--- src/sv/ctm_pkg.sv ---
// Shared types and constants for the calibration table mapper.
`timescale 1ns / 1ps

package ctm_pkg;

    localparam int DATA_W     = 16;
    localparam int PER_MILLE  = 1000;
    localparam int Y_SCALE    = 10;

    // x / 10 == (x * 52429) >> 19 for all x below 2^18
    localparam logic [15:0] RECIP_Y_SCALE = 16'd52429;
    localparam int          RECIP_SHIFT   = 19;

    // x / 1000 == (x * 68719477) >> 36 for all x below 2^26
    localparam logic [26:0] RECIP_PER_MILLE = 27'd68719477;
    localparam int          RECIP_PM_SHIFT  = 36;
    localparam int          PM_PROD_W       = 54;

    localparam int DIVIDEND_W = 27;
    localparam int DIVISOR_W  = 17;
    localparam int QUOT_W     = 16;
    localparam int FRAC_W     = 11;
    localparam int PROD_W     = 29;

    localparam logic [3:0] FRAC_TOP_BIT  = 4'd9;

    localparam logic [3:0] CFG_ENTRY_COUNT = 4'd0;
    localparam logic [3:0] CFG_INTERPOLATE = 4'd1;

    localparam logic [4:0] ENTRY_COUNT_RST = 5'd2;

    typedef enum logic [1:0] {
        FN_WRITE  = 2'd0,
        FN_MAP_XY = 2'd1,
        FN_MAP_YX = 2'd2
    } func_t;

    typedef enum logic [3:0] {
        ST_IDLE,
        ST_RD_FIRST,
        ST_RD_LAST,
        ST_CHECK,
        ST_WALK,
        ST_NEAR,
        ST_SPAN,
        ST_DIV_FRAC,
        ST_RECIP,
        ST_ADD,
        ST_SCALE,
        ST_DONE
    } ctm_state_t;

    typedef struct packed {
        logic [4:0] entry_count;
        logic       interpolate_mode;
    } cfg_t;

    typedef struct packed {
        logic                  start;
        logic [3:0]            top_bit;
        logic [DIVIDEND_W-1:0] dividend;
        logic [DIVISOR_W-1:0]  divisor;
    } div_req_t;

    typedef struct packed {
        logic              done;
        logic [QUOT_W-1:0] quotient;
    } div_rsp_t;

    typedef struct packed {
        logic                     valid;
        logic signed [DATA_W-1:0] mapped;
        logic                     clamped;
    } eng_res_t;

endpackage

--- src/sv/ctm_if.sv ---
// Channel interfaces: request, response and configuration write.
`timescale 1ns / 1ps

interface ctm_req_if;
    logic               valid;
    logic               ready;
    logic [1:0]         func;
    logic [3:0]         slot;
    logic signed [15:0] entry_x;
    logic signed [15:0] entry_y;
    logic signed [15:0] query;

    modport source (output valid, func, slot, entry_x, entry_y, query, input ready);
    modport sink   (input valid, func, slot, entry_x, entry_y, query, output ready);
endinterface

interface ctm_rsp_if;
    logic               valid;
    logic               ready;
    logic signed [15:0] mapped;
    logic               clamped;

    modport source (output valid, mapped, clamped, input ready);
    modport sink   (input valid, mapped, clamped, output ready);
endinterface

interface ctm_cfg_if;
    logic       valid;
    logic       ready;
    logic [3:0] addr;
    logic [7:0] data;

    modport source (output valid, addr, data, input ready);
    modport sink   (input valid, addr, data, output ready);
endinterface

--- src/sv/ctm_ram.sv ---
// Single-port-write, registered-read table memory.
`timescale 1ns / 1ps

module ctm_ram #(
    parameter int WIDTH = 16,
    parameter int DEPTH = 16
) (
    input  logic                     clk,
    input  logic                     we,
    input  logic [$clog2(DEPTH)-1:0] waddr,
    input  logic [WIDTH-1:0]         wdata,
    input  logic [$clog2(DEPTH)-1:0] raddr,
    output logic [WIDTH-1:0]         rdata
);

    logic [WIDTH-1:0] mem [DEPTH];

    always_ff @(posedge clk)
    begin
        if (we)
        begin
            mem[waddr] <= wdata;
        end
    end

    always_ff @(posedge clk)
    begin
        rdata <= mem[raddr];
    end

endmodule

--- src/sv/ctm_div.sv ---
// Restoring serial divider, one quotient bit per cycle from a chosen top bit.
`timescale 1ns / 1ps

module ctm_div (
    input  logic              clk,
    input  logic              rst_n,
    input  ctm_pkg::div_req_t req,
    output ctm_pkg::div_rsp_t rsp
);

    import ctm_pkg::*;

    localparam int SHIFT_W = DIVISOR_W + QUOT_W - 1;

    logic [DIVIDEND_W-1:0] rem_reg;
    logic [DIVISOR_W-1:0]  divisor_reg;
    logic [QUOT_W-1:0]     quo_reg;
    logic [3:0]            k_reg;
    logic                  busy_reg;
    logic                  done_reg;

    logic [SHIFT_W-1:0]    shifted;
    logic                  fits;

    assign shifted = SHIFT_W'(divisor_reg) << k_reg;
    assign fits    = SHIFT_W'(rem_reg) >= shifted;

    always_ff @(posedge clk or negedge rst_n)
    begin
        if (!rst_n)
        begin
            busy_reg <= 1'b0;
            done_reg <= 1'b0;
        end
        else if (req.start)
        begin
            busy_reg <= 1'b1;
            done_reg <= 1'b0;
        end
        else if (busy_reg)
        begin
            busy_reg <= (k_reg != 4'd0);
            done_reg <= (k_reg == 4'd0);
        end
        else
        begin
            done_reg <= 1'b0;
        end
    end

    always_ff @(posedge clk)
    begin
        if (req.start)
        begin
            rem_reg     <= req.dividend;
            divisor_reg <= req.divisor;
            quo_reg     <= '0;
            k_reg       <= req.top_bit;
        end
        else if (busy_reg)
        begin
            if (fits)
            begin
                rem_reg        <= rem_reg - shifted[DIVIDEND_W-1:0];
                quo_reg[k_reg] <= 1'b1;
            end
            k_reg <= k_reg - 4'd1;
        end
    end

    assign rsp.done     = done_reg;
    assign rsp.quotient = quo_reg;

endmodule

--- src/sv/ctm_engine.sv ---
// Lookup sequencer: table memories, end checks, segment walk and interpolation.
`timescale 1ns / 1ps

module ctm_engine #(
    parameter int MAX_ENTRIES = 16
) (
    input  logic              clk,
    input  logic              rst_n,
    ctm_req_if.sink           req,
    input  ctm_pkg::cfg_t     cfg,
    output ctm_pkg::eng_res_t res,
    input  logic              res_take
);

    import ctm_pkg::*;

    localparam int IW = $clog2(MAX_ENTRIES);
    localparam int CW = $clog2(MAX_ENTRIES + 1);

    ctm_state_t state_reg, state_next;

    logic                     xy_reg;
    logic signed [DATA_W-1:0] q_reg;
    logic signed [DATA_W-1:0] first_c_reg, first_o_reg;
    logic signed [DATA_W-1:0] prev_c_reg, prev_o_reg;
    logic signed [DATA_W-1:0] seg_c1_reg, seg_o1_reg;
    logic signed [DATA_W-1:0] res_reg;
    logic                     clamped_reg;
    logic                     step_up_reg;
    logic [IW-1:0]            walk_idx_reg;
    logic [CW-1:0]            walk_left_reg;
    logic                     pend_reg;
    logic [DIVISOR_W-1:0]     best_reg;
    logic signed [PROD_W-1:0] prod_reg;
    logic [QUOT_W-1:0]        scaled_reg;
    logic [QUOT_W-1:0]        q10_reg;
    logic                     neg_reg;

    // memory ports
    logic                     mem_we;
    logic [IW-1:0]            mem_waddr;
    logic [IW-1:0]            mem_raddr;
    logic signed [DATA_W-1:0] x_rd, y_rd;
    logic signed [DATA_W-1:0] rd_c, rd_o;

    div_req_t div_req;
    div_rsp_t div_rsp;

    // effective entry count
    logic [CW-1:0] n_eff;
    logic [IW-1:0] last_idx;

    // query preparation
    logic signed [19:0]       q_times;
    logic signed [DATA_W-1:0] q_in;
    logic                     accept;

    // end checks
    logic                     up;
    logic signed [DATA_W-1:0] lo_c, lo_o, hi_c, hi_o;
    logic                     clamp_lo, clamp_hi;

    // walk and nearest
    logic                     issue;
    logic                     found;
    logic signed [16:0]       near_diff;
    logic [DIVISOR_W-1:0]     near_mag;

    // interpolation
    logic signed [16:0]       span;
    logic signed [16:0]       q_off;
    logic signed [16:0]       o_diff;
    logic signed [FRAC_W:0]   frac_s;
    logic signed [PROD_W-1:0] prod_next;
    logic signed [PROD_W-1:0] prod_mag;
    logic [PM_PROD_W-1:0]     pm_full;
    logic signed [16:0]       quo_s;
    logic signed [16:0]       sum;
    logic [DATA_W-1:0]        res_mag;
    logic [31:0]              q10_full;

    ctm_ram #(.WIDTH(DATA_W), .DEPTH(MAX_ENTRIES)) u_x_ram (
        .clk   (clk),
        .we    (mem_we),
        .waddr (mem_waddr),
        .wdata (req.entry_x),
        .raddr (mem_raddr),
        .rdata (x_rd)
    );

    ctm_ram #(.WIDTH(DATA_W), .DEPTH(MAX_ENTRIES)) u_y_ram (
        .clk   (clk),
        .we    (mem_we),
        .waddr (mem_waddr),
        .wdata (req.entry_y),
        .raddr (mem_raddr),
        .rdata (y_rd)
    );

    ctm_div u_div (
        .clk   (clk),
        .rst_n (rst_n),
        .req   (div_req),
        .rsp   (div_rsp)
    );

    always_comb
    begin
        if (cfg.entry_count < 5'd2)
        begin
            n_eff = CW'(2);
        end
        else if (32'(cfg.entry_count) > MAX_ENTRIES)
        begin
            n_eff = CW'(MAX_ENTRIES);
        end
        else
        begin
            n_eff = CW'(cfg.entry_count);
        end
    end

    assign last_idx = IW'(n_eff - CW'(1));
    assign accept   = (state_reg == ST_IDLE) && req.valid;

    assign q_times = 20'(req.query) * 20'(Y_SCALE);

    always_comb
    begin
        if (req.func == FN_MAP_XY)
        begin
            q_in = req.query;
        end
        else if (q_times > 20'sd32767)
        begin
            q_in = 16'sh7FFF;
        end
        else if (q_times < -20'sd32768)
        begin
            q_in = 16'sh8000;
        end
        else
        begin
            q_in = q_times[DATA_W-1:0];
        end
    end

    assign rd_c = xy_reg ? x_rd : y_rd;
    assign rd_o = xy_reg ? y_rd : x_rd;

    assign up       = rd_c > first_c_reg;
    assign lo_c     = up ? first_c_reg : rd_c;
    assign lo_o     = up ? first_o_reg : rd_o;
    assign hi_c     = up ? rd_c : first_c_reg;
    assign hi_o     = up ? rd_o : first_o_reg;
    assign clamp_lo = q_reg <= lo_c;
    assign clamp_hi = q_reg >= hi_c;

    assign issue = (walk_left_reg != '0);
    assign found = (q_reg >= prev_c_reg) && (q_reg <= rd_c);

    assign near_diff = 17'(q_reg) - 17'(rd_c);
    assign near_mag  = near_diff[16] ? DIVISOR_W'(-near_diff) : DIVISOR_W'(near_diff);

    assign span   = 17'(seg_c1_reg) - 17'(prev_c_reg);
    assign q_off  = 17'(q_reg) - 17'(prev_c_reg);
    assign o_diff = 17'(seg_o1_reg) - 17'(prev_o_reg);

    assign frac_s    = {1'b0, div_rsp.quotient[FRAC_W-1:0]};
    assign prod_next = PROD_W'(frac_s) * PROD_W'(o_diff);
    assign prod_mag  = prod_reg[PROD_W-1] ? -prod_reg : prod_reg;
    assign pm_full   = PM_PROD_W'(prod_mag[DIVIDEND_W-1:0]) * PM_PROD_W'(RECIP_PER_MILLE);

    assign quo_s = {1'b0, scaled_reg};
    assign sum   = 17'(prev_o_reg) + (prod_reg[PROD_W-1] ? -quo_s : quo_s);

    assign res_mag  = res_reg[DATA_W-1] ? DATA_W'(-res_reg) : DATA_W'(res_reg);
    assign q10_full = 32'(res_mag) * 32'(RECIP_Y_SCALE);

    // next state
    always_comb
    begin
        state_next = state_reg;
        case (state_reg)
            ST_IDLE:
            begin
                if (req.valid)
                begin
                    if (req.func == FN_MAP_XY || req.func == FN_MAP_YX)
                    begin
                        state_next = ST_RD_FIRST;
                    end
                    else
                    begin
                        state_next = ST_DONE;
                    end
                end
            end
            ST_RD_FIRST:
            begin
                state_next = ST_RD_LAST;
            end
            ST_RD_LAST:
            begin
                state_next = ST_CHECK;
            end
            ST_CHECK:
            begin
                if (clamp_lo || clamp_hi)
                begin
                    state_next = ST_SCALE;
                end
                else if (cfg.interpolate_mode)
                begin
                    state_next = ST_WALK;
                end
                else
                begin
                    state_next = ST_NEAR;
                end
            end
            ST_WALK:
            begin
                if (pend_reg && found)
                begin
                    state_next = ST_SPAN;
                end
                else if (!pend_reg && !issue)
                begin
                    state_next = ST_SCALE;
                end
            end
            ST_NEAR:
            begin
                if (!pend_reg && !issue)
                begin
                    state_next = ST_SCALE;
                end
            end
            ST_SPAN:
            begin
                if (span == 17'sd0)
                begin
                    state_next = ST_SCALE;
                end
                else
                begin
                    state_next = ST_DIV_FRAC;
                end
            end
            ST_DIV_FRAC:
            begin
                if (div_rsp.done)
                begin
                    state_next = ST_RECIP;
                end
            end
            ST_RECIP:
            begin
                state_next = ST_ADD;
            end
            ST_ADD:
            begin
                state_next = ST_SCALE;
            end
            ST_SCALE:
            begin
                state_next = ST_DONE;
            end
            ST_DONE:
            begin
                if (res_take)
                begin
                    state_next = ST_IDLE;
                end
            end
            default:
            begin
                state_next = ST_IDLE;
            end
        endcase
    end

    // outputs
    always_comb
    begin
        req.ready   = 1'b0;
        mem_we      = 1'b0;
        mem_waddr   = IW'(req.slot);
        mem_raddr   = '0;
        div_req     = '0;
        res.valid   = 1'b0;
        res.mapped  = res_reg;
        res.clamped = clamped_reg;
        case (state_reg)
            ST_IDLE:
            begin
                req.ready = 1'b1;
                mem_we    = req.valid && (req.func == FN_WRITE)
                            && (32'(req.slot) < MAX_ENTRIES);
            end
            ST_RD_LAST:
            begin
                mem_raddr = last_idx;
            end
            ST_WALK, ST_NEAR:
            begin
                mem_raddr = walk_idx_reg;
            end
            ST_SPAN:
            begin
                div_req.start    = (span != 17'sd0);
                div_req.top_bit  = FRAC_TOP_BIT;
                div_req.dividend = DIVIDEND_W'(q_off) * DIVIDEND_W'(PER_MILLE);
                div_req.divisor  = DIVISOR_W'(span);
            end
            ST_DONE:
            begin
                res.valid = 1'b1;
                if (xy_reg)
                begin
                    res.mapped = neg_reg ? -$signed(q10_reg) : $signed(q10_reg);
                end
            end
            default:
            begin
            end
        endcase
    end

    always_ff @(posedge clk or negedge rst_n)
    begin
        if (!rst_n)
        begin
            state_reg     <= ST_IDLE;
            pend_reg      <= 1'b0;
            walk_left_reg <= '0;
        end
        else
        begin
            state_reg <= state_next;
            case (state_reg)
                ST_CHECK:
                begin
                    pend_reg      <= 1'b0;
                    walk_left_reg <= cfg.interpolate_mode ? n_eff - CW'(1) : n_eff;
                end
                ST_WALK, ST_NEAR:
                begin
                    pend_reg <= issue;
                    if (issue)
                    begin
                        walk_left_reg <= walk_left_reg - CW'(1);
                    end
                end
                default:
                begin
                end
            endcase
        end
    end

    always_ff @(posedge clk)
    begin
        case (state_reg)
            ST_IDLE:
            begin
                if (accept)
                begin
                    xy_reg      <= (req.func == FN_MAP_XY);
                    q_reg       <= q_in;
                    res_reg     <= '0;
                    clamped_reg <= 1'b0;
                end
            end
            ST_RD_LAST:
            begin
                first_c_reg <= rd_c;
                first_o_reg <= rd_o;
            end
            ST_CHECK:
            begin
                clamped_reg  <= clamp_lo || clamp_hi;
                res_reg      <= (clamp_hi && !clamp_lo) ? hi_o : lo_o;
                prev_c_reg   <= lo_c;
                prev_o_reg   <= lo_o;
                step_up_reg  <= cfg.interpolate_mode ? up : 1'b1;
                best_reg     <= '1;
                if (!cfg.interpolate_mode)
                begin
                    walk_idx_reg <= '0;
                end
                else if (up)
                begin
                    walk_idx_reg <= IW'(1);
                end
                else
                begin
                    walk_idx_reg <= IW'(n_eff - CW'(2));
                end
            end
            ST_WALK:
            begin
                if (issue)
                begin
                    walk_idx_reg <= step_up_reg ? walk_idx_reg + IW'(1)
                                                : walk_idx_reg - IW'(1);
                end
                if (pend_reg)
                begin
                    if (found)
                    begin
                        seg_c1_reg <= rd_c;
                        seg_o1_reg <= rd_o;
                    end
                    else
                    begin
                        prev_c_reg <= rd_c;
                        prev_o_reg <= rd_o;
                    end
                end
            end
            ST_NEAR:
            begin
                if (issue)
                begin
                    walk_idx_reg <= walk_idx_reg + IW'(1);
                end
                if (pend_reg && (near_mag <= best_reg))
                begin
                    best_reg <= near_mag;
                    res_reg  <= rd_o;
                end
            end
            ST_SPAN:
            begin
                if (span == 17'sd0)
                begin
                    res_reg <= prev_o_reg;
                end
            end
            ST_DIV_FRAC:
            begin
                if (div_rsp.done)
                begin
                    prod_reg <= prod_next;
                end
            end
            ST_RECIP:
            begin
                scaled_reg <= QUOT_W'(pm_full >> RECIP_PM_SHIFT);
            end
            ST_ADD:
            begin
                res_reg <= sum[DATA_W-1:0];
            end
            ST_SCALE:
            begin
                q10_reg <= QUOT_W'(q10_full >> RECIP_SHIFT);
                neg_reg <= res_reg[DATA_W-1];
            end
            default:
            begin
            end
        endcase
    end

endmodule

--- src/sv/calibration_table_mapper.sv ---
// Top level: configuration registers, lookup engine and response register.
//
//   channel  dir  handshake     payload
//   req      in   valid/ready   func, slot, entry_x, entry_y, query
//   rsp      out  valid/ready   mapped, clamped
//   cfg      in   valid/ready   addr, data (0 entry_count, 1 interpolate_mode)
//
// One request in flight. A table write goes from ST_IDLE straight to ST_DONE.
// A query reads the first and last table entries before the end check; a
// clamped one then goes through ST_SCALE to ST_DONE. Nearest mode walks all
// n entries through the memory read port. Interpolation walks up to n - 1
// entries, then a 10-step serial divide and a reciprocal scale by 1/1000.
// Reset clears control only; the table is undefined until written. A stalled
// rsp holds the finished response while the next request is taken.
`timescale 1ns / 1ps

module calibration_table_mapper #(
    parameter int MAX_ENTRIES = 16
) (
    input logic       clk,
    input logic       rst_n,
    ctm_req_if.sink   req,
    ctm_rsp_if.source rsp,
    ctm_cfg_if.sink   cfg
);

    import ctm_pkg::*;

    logic [4:0]               entry_count_reg;
    logic                     interpolate_reg;
    logic                     out_valid_reg;
    logic signed [DATA_W-1:0] mapped_reg;
    logic                     clamped_reg;

    cfg_t     cfg_vals;
    eng_res_t eng_res;
    logic     res_take;

    assign cfg.ready = 1'b1;

    always_ff @(posedge clk or negedge rst_n)
    begin
        if (!rst_n)
        begin
            entry_count_reg <= ENTRY_COUNT_RST;
            interpolate_reg <= 1'b1;
        end
        else if (cfg.valid)
        begin
            case (cfg.addr)
                CFG_ENTRY_COUNT: entry_count_reg <= cfg.data[4:0];
                CFG_INTERPOLATE: interpolate_reg <= cfg.data[0];
                default:
                begin
                end
            endcase
        end
    end

    assign cfg_vals.entry_count      = entry_count_reg;
    assign cfg_vals.interpolate_mode = interpolate_reg;

    ctm_engine #(.MAX_ENTRIES(MAX_ENTRIES)) u_engine (
        .clk      (clk),
        .rst_n    (rst_n),
        .req      (req),
        .cfg      (cfg_vals),
        .res      (eng_res),
        .res_take (res_take)
    );

    assign res_take = eng_res.valid && (!out_valid_reg || rsp.ready);

    always_ff @(posedge clk or negedge rst_n)
    begin
        if (!rst_n)
        begin
            out_valid_reg <= 1'b0;
        end
        else if (res_take)
        begin
            out_valid_reg <= 1'b1;
        end
        else if (rsp.ready)
        begin
            out_valid_reg <= 1'b0;
        end
    end

    always_ff @(posedge clk)
    begin
        if (res_take)
        begin
            mapped_reg  <= eng_res.mapped;
            clamped_reg <= eng_res.clamped;
        end
    end

    assign rsp.valid   = out_valid_reg;
    assign rsp.mapped  = mapped_reg;
    assign rsp.clamped = clamped_reg;

    a_ready_no_pending: assert property (@(posedge clk) disable iff (!rst_n)
        req.ready |-> !eng_res.valid)
        else $error("request taken while a response is pending in the engine");

    a_write_responds: assert property (@(posedge clk) disable iff (!rst_n)
        (req.valid && req.ready && req.func == FN_WRITE) |=> eng_res.valid)
        else $error("table write did not produce a response next cycle");

    a_hold_when_blocked: assert property (@(posedge clk) disable iff (!rst_n)
        (eng_res.valid && out_valid_reg && !rsp.ready) |=>
            (eng_res.valid && $stable(eng_res.mapped)))
        else $error("engine dropped a response while the output was blocked");

endmodule
--- src/flat_wrapper.sv ---
// flat-port wrapper written by rule: the top's interface ports become plain ports
module calibration_table_mapper_flat import ctm_pkg::*;
#(
    parameter int MAX_ENTRIES = 16
)
  (clk, rst_n, req_valid, req_func, req_slot, req_entry_x, req_entry_y, req_query, req_ready, rsp_valid, rsp_mapped, rsp_clamped, rsp_ready, cfg_valid, cfg_addr, cfg_data, cfg_ready);
  ctm_req_if req_i ();
  ctm_rsp_if rsp_i ();
  ctm_cfg_if cfg_i ();
  input logic clk;
  input logic rst_n;
  input wire logic [$bits(req_i.valid)-1:0] req_valid;
  input wire logic [$bits(req_i.func)-1:0] req_func;
  input wire logic [$bits(req_i.slot)-1:0] req_slot;
  input wire logic [$bits(req_i.entry_x)-1:0] req_entry_x;
  input wire logic [$bits(req_i.entry_y)-1:0] req_entry_y;
  input wire logic [$bits(req_i.query)-1:0] req_query;
  output wire logic [$bits(req_i.ready)-1:0] req_ready;
  output wire logic [$bits(rsp_i.valid)-1:0] rsp_valid;
  output wire logic [$bits(rsp_i.mapped)-1:0] rsp_mapped;
  output wire logic [$bits(rsp_i.clamped)-1:0] rsp_clamped;
  input wire logic [$bits(rsp_i.ready)-1:0] rsp_ready;
  input wire logic [$bits(cfg_i.valid)-1:0] cfg_valid;
  input wire logic [$bits(cfg_i.addr)-1:0] cfg_addr;
  input wire logic [$bits(cfg_i.data)-1:0] cfg_data;
  output wire logic [$bits(cfg_i.ready)-1:0] cfg_ready;
  assign req_i.valid = req_valid;
  assign req_i.func = req_func;
  assign req_i.slot = req_slot;
  assign req_i.entry_x = req_entry_x;
  assign req_i.entry_y = req_entry_y;
  assign req_i.query = req_query;
  assign req_ready = req_i.ready;
  assign rsp_valid = rsp_i.valid;
  assign rsp_mapped = rsp_i.mapped;
  assign rsp_clamped = rsp_i.clamped;
  assign rsp_i.ready = rsp_ready;
  assign cfg_i.valid = cfg_valid;
  assign cfg_i.addr = cfg_addr;
  assign cfg_i.data = cfg_data;
  assign cfg_ready = cfg_i.ready;
  calibration_table_mapper #(.MAX_ENTRIES(MAX_ENTRIES)) u_core (.clk(clk), .rst_n(rst_n), .req(req_i), .rsp(rsp_i), .cfg(cfg_i));
endmodule
--- config.mk ---
export PLATFORM = sky130hd
export DESIGN_NAME = calibration_table_mapper_flat
export DESIGN_NICKNAME = d
export VERILOG_FILES = /design/src/sv/ctm_pkg.sv /design/src/sv/ctm_if.sv /design/src/sv/ctm_ram.sv /design/src/sv/ctm_div.sv /design/src/sv/ctm_engine.sv /design/src/sv/calibration_table_mapper.sv /design/src/flat_wrapper.sv
export SDC_FILE = /design/constraint.sdc
export NUM_CORES = 2
export LEC_CHECK = 0
export BUFFER_PORTS_ARGS = -buffer_cell sky130_fd_sc_hd__buf_2
export CELL_PAD_IN_SITES_DETAIL_PLACEMENT = 0
export CELL_PAD_IN_SITES_GLOBAL_PLACEMENT = 1
export CORE_ASPECT_RATIO = 0.5
export CORE_UTILIZATION = 40
export DETAILED_ROUTE_END_ITERATION = 10
export GPL_TIMING_DRIVEN = 1
export HOLD_SLACK_MARGIN = 0.15
export PLACE_DENSITY_LB_ADDON = 0.1
export SYNTH_ARGS = -nofsm -noshare
export SYNTH_HDL_FRONTEND = slang
export SYNTH_SLANG_ARGS = --single-unit
--- constraint.sdc ---
create_clock -name clk -period 11.4 [get_ports clk]
set_input_delay 1.14 -clock clk [delete_from_list [all_inputs] [get_ports clk]]
set_output_delay 1.14 -clock clk [all_outputs]
set_load 0.01 [all_outputs]
Yosys cells after proc, flatten, opt, wreduce, memory -nomap -nowiden --
Memory sizes are Yosys's and may differ from the RTL's. A register that Yosys moved wholly into a read port is not among the register bits. Cells that the tools add are included.
Word-level totals: bits of input ports 71, register bits 311, logic and storage cells 215, output and inout port bits 20, bits in writable memories 512, memories kept 2
Memories:
- u_core.u_engine.u_x_ram.mem | depth 16, width 16, read ports 1, clocked after Yosys merged registers in 1, wr ports 1, line ctm_ram.sv:16 | logic [WIDTH-1:0] mem [DEPTH];
- u_core.u_engine.u_y_ram.mem | depth 16, width 16, read ports 1, clocked after Yosys merged registers in 1, wr ports 1, line ctm_ram.sv:16
Operators by class: multiplexer cells 72, shift operators 1, equal/unequal tests 25, magnitude comparators 13, $add $sub $neg 17, bitwise operators 1, reduce and logical (&&, ||, !) cells 48, $mul 5
Operators with widths (number):
- 16-bit two-way mux | 21
- 27-bit two-way mux | 4
- 16-bit one-hot mux with 5 select lines | 1
- 16-bit by 16-bit subtractor with 17-bit output | 4
- 16-bit one-hot mux with 2 select lines | 2
- 4-bit two-way mux | 15
- 27-bit by 27-bit multiplier with 52-bit output (second input constant) | 1
- 17-bit two-way mux | 3
- 49-bit two-way mux | 1
- 4-bit one-hot mux with 12 select lines | 1
- 17-bit one-hot mux with 2 select lines | 1
- 16-bit >= comparator | 2
- 27-bit by 32-bit >= comparator with 1-bit output | 1
- 16-bit less-or-equal comparator | 2
- 16-bit by 16-bit multiplier with 32-bit output (second input constant) | 1
- 16-bit negator | 2
- 17-bit by 4-bit << shifter with 32-bit output | 1
- 12-bit by 17-bit multiplier with 29-bit output | 1
- 27-bit negator | 1
- 27-bit subtractor | 1
- 17-bit by 8-bit multiplier with 24-bit output (second input constant) | 1
- 20-bit by 16-bit > comparator with 1-bit output (second input constant) | 1
- 20-bit by 16-bit less-than comparator with 1-bit output (second input constant) | 1
- 5-bit two-way mux | 4
- 44 further kinds | 109

Logic depth before layout (Yosys ltp) --
depth after elaboration 8, gate-level depth with buffers 34, gate-level depth less buffers 33

Cells and area by module --
From an unflattened synthesis, not the netlist that was laid out.
Second synthesis, totals: cells, all modules 5950, area total of the unflattened synthesis 68339.3 µm²
By module, submodules not included:
- ctm_engine | instances 1, area an instance 42299.3 µm², seq. area each 6556.3 µm², cells an instance 4482
- ctm_ram | instances 2, area an instance 10042.1 µm², seq. area each 8007.7 µm², cells an instance 432
- ctm_div | instances 1, area an instance 5124.9 µm², seq. area each 1811.7 µm², cells an instance 566
- calibration_table_mapper | instances 1, area an instance 830.8 µm², seq. area each 688.2 µm², cells an instance 38

Least setup slack after synthesis --
Ideal clock, no wire load.
kind reg-to-reg, from register u_core.u_engine.prod_reg[0], to register u_core.u_engine.scaled_reg[15], data pin, path buffers 0, clock period less this slack 8.387 ns, data required time 11.141 ns, stages on the path, launching flop included 32, arrival 8.128 ns, library setup time 0.259 ns, slack 3.013 ns, cells stage by stage edfxtp_1 -> inv_1 -> ha_1 -> nand2b_1 -> or2_2 -> or3_1 -> or3_1 -> o21ai_0 -> xor2_1 -> inv_1 -> ha_1 -> fa_1 -> ha_1 -> inv_1 -> fa_1 -> fa_1 -> inv_1 -> fa_1 -> inv_1 -> fa_1 -> inv_1 -> ha_1 -> nand4_1 -> o21ai_0 -> a211oi_1 -> a211oi_1 -> a211oi_1 -> o311ai_0 -> a41oi_1 -> o21bai_1 -> a21oi_1 -> xnor2_1
On the way: cells in the longest elaborated chain, start to end 3
Ends and longest elaborated chain:
- start, declared | line ctm_engine.sv:34 | logic signed [PROD_W-1:0] prod_reg;
- start signal, assigned | line ctm_engine.sv:446 | prod_reg <= prod_next;
- 27-bit negator | line ctm_engine.sv:171 | assign prod_mag = prod_reg[PROD_W-1] ? -prod_reg : prod_reg;
- 27-bit two-way mux * | line ctm_engine.sv:171
- 27-bit by 27-bit multiplier with 52-bit output * | line ctm_engine.sv:172 | assign pm_full = PM_PROD_W'(prod_mag[DIVIDEND_W-1:0]) * PM_PROD_W'(RECIP_PER_MILLE);
- net u_core.u_engine.pm_full[51] | line ctm_engine.sv:76 | logic [PM_PROD_W-1:0] pm_full;
- end signal, assigned | line ctm_engine.sv:451 | scaled_reg <= QUOT_W'(pm_full >> RECIP_PM_SHIFT);
- end, declared | line ctm_engine.sv:35 | logic [QUOT_W-1:0] scaled_reg;
Mark *: on every way through the listed nets, which the timed path passes. The rest lies on a longest branch. A chain may end at the register's enable or synchronous reset.

Worst setup path after layout --
Same ends and word-level chain as after synthesis.

==> run_results.csv <==
group,metric,value,unit
outcome,status,"complete, no violations",
final_layout,syn2layout_area_growth,9.04,%
worst_setup_path,r2r.worst_path.cells,25,
final_layout,mostFrequentLayoutCells,"inv_1 (1081), edfxtp_1 (787), ha_1 (727)",
global_route,gr-total-overflow,0,
timing,period_minus_slack,10.15,ns
cts,cts_tree,"built",
route,wl,181000,um
final_layout,final_common_cell,"inv_1",
cts,number_of_buffers_on_the_longest_clock_path,3,
cts,cts-buffers-inserted,87,
timing,fin_worst_hold_slack,0.423,ns
synthesis,syn-mean-instance-area,10.6,um2
route,drc_errors,0,
final_layout,fillerInstances,16000,
final_layout,layout-drive-gt1-share,6.55,%
worst_hold_path,hp-start,"u_core.u_engine.clamped_reg",
placement,place_congestion,0.866,
timing,setup_violating_endpoint_count_in_the_final_report,0,
cts,clock-root-buffer,"clkbuf_16",
floorplanning,floorplan.die_area,172000,um2
global_route,maximum_number_of_pins_on_one_net_before_global_route_repair,193,
cts,cts_setup_buffers,0,
cts,number_of_buffers_inserted_for_hold_repair_after_clock_tree_synthesis,0,
worst_setup_path,worst_setup_path_end_kind,"register",
synthesis,synth-edff-count,787,
worst_hold_path,min_path_type,"register to register",
cts,clkTransAtPathRegs,0.08,ns
synthesis,synth-seq-cells,849,
timing,hold_viol_final,0,
worst_setup_path,worst_r2r_startpoint,"u_core.u_engine.prod_reg[0]",
route,detail-route-antenna-nets,0,
route,viasPerCell,5.16,
timing,worst_clock_skew,0.0757,ns
floorplanning,core_area,168000,um2
worst_setup_path,worst-endpoint-arrival,10.55,ns
timing,worstMarginPinSlew,1.28,ns
synthesis,yosys_warnings,0,
timing,clock.fmax,0.0986,GHz
worst_hold_path,hold_path_stages,0,
timing,slew_viol_final,0,
worst_setup_path,timing.critical_path.required,11.81,ns
global_route,number_of_antenna_violations_at_the_first_check_in_global_routing,14,
worst_setup_path,worst-path-max-fanout,11,
synthesis,fraction_of_the_yosys_area_taken_by_sequential_cells,36.7,%
floorplanning,floorplan.initialDensity,40.5,%
synthesis,synth-async-reset-ratio,2.24,%
cts,clk_latency,0.73,ns
timing,final_min_period_over_clock_period,89.0,%
global_route,first_pass_grt_wire_length,279000,um
final_layout,nets,7784,
placement,place_inst,8621,
route,first_pass_iters,5,
timing,rsz0062_at_grt,"false",
synthesis,syn_nets,7746,
floorplanning,core.rowCount,106,
synthesis,mappedNetlistArea,68100,um2
cts,cts.repair.resized,0,
floorplanning,floorplan.die.height,294,um
floorplanning,die_width,586,um
timing,slew_headroom,14.3,%
floorplanning,io-pin-count,91,
worst_setup_path,critPathKind,"register to register",
global_route,grt_pass1_vias,47100,
synthesis,syn-instance-count,6405,
route,routedWlPerCell,20.6,um
placement,io_buffer_count,86,
worst_setup_path,startpoint,"u_core.u_engine.prod_reg[0]",
cts,clock_sink_count,849,
route,detailroute.via_count,45300,
worst_setup_path,cp-start-kind,"register",
synthesis,yosys_most_used_dff,"edfxtp_1",
cts,h-tree-depth,3,
route,drt_first_iter_violations,2601,
timing,totalNegativeSetupSlack,0,ns
synthesis,synth_cell_types,93,
flow_run,drv_cap,0,
global_route,global_route.usage.total,21.2,%
final_layout,finalNonFillerCells,8786,
placement,place_hpwl,136000,um
==> cell type report <==
class	instances	area [um2]	share of cell area, %
clock inverter	60	619	0.834
clock buffer	103	2290	3.08
timing repair buffer	168	1080	1.46
sequential	849	25000	33.6
antenna	1	2.50	0.00337
multi-input combinational	4254	38400	51.7
inverter	1083	4070	5.48
tap	2268	2840	3.82
==> critical path, cell delays in order, from the launching register on <==
cell      delay [ns]
edfxtp_1        0.64
or3_1           0.53
or4_1           0.57
o31ai_1         0.63
nand2_1         0.20
xor2_1          0.62
ha_1            0.43
fa_1            0.49
ha_1            0.33
fa_1            0.49
fa_1            0.50
fa_1            0.49
inv_1           0.05
fa_1            0.51
inv_1           0.07
ha_1            0.31
nand4_1         0.15
o21ai_0         0.25
a211oi_1        0.07
a211oi_1        0.63
a211oi_1        0.38
o311ai_0        0.72
a41oi_1         0.27
o21bai_1        0.26
a21oi_1         0.11
xnor2_1         0.14
==> Yosys cell counts (all sizes together) (108+ instances only) <==
cell type | instances | area (um2)
inv | 1082 | 4060
edfxtp | 787 | 23600
ha | 727 | 9100
nand2 | 614 | 2300
fa | 543 | 10900
a21oi | 248 | 1240
o21ai | 221 | 1110
nor2 | 218 | 818
clkbuf | 198 | 743
a211oi | 195 | 1470
and2 | 192 | 1200
xnor2 | 186 | 1640
xor2 | 108 | 946
==> path summary, 6_finish.rpt <==
check / end / slack [ns]
worst max-delay path: u_core.u_engine.scaled_reg[15] / 1.25
worst min-delay path: u_core.rsp.clamped / 0.42
worst max register to register: u_core.u_engine.scaled_reg[15] / 1.25
worst min register to register: u_core.rsp.clamped / 0.42
max in group asynchronous: u_core.entry_count_reg[4] / 10.48
min in group asynchronous: u_core.u_engine.u_div.done_reg / 0.46
==> through the flow <==
step	utilization [%]	setup slack, ns	cell area [um2]
after global routing	44.2	0.597	74300
after floorplan	-	3.01	68100
final	44.2	1.25	74300
after global placement	42.4	1.08	71400
after detailed placement	42.4	1.09	71400
after CTS	44.2	0.945	74300
==> cell families after synthesis <==
kind of cell	synth area share, %
mux	2.05
other cells	0.00550
simple gates	10.2
buf+inv	7.23
xor+xnor	3.79
fa+ha+maj	29.3
flops	36.7
compound gates	10.8
==> metal layers <==
| metal | share of wire, % | GRT usage (%) | vias up |
|---|---|---|---|
| li1 | - | - | 21900 |
| met1 | 46 | 28.1 | 22500 |
| met2 | 49 | 37.3 | 648 |
| met3 | 2.9 | 2.31 | 212 |
| met4 | 2.2 | 4.83 | 8 |
| met5 | 0.028 | 0 | - |
Power is not shown: default switching activity piles up to over one toggle a cycle in this logic, so the estimate is an artifact.
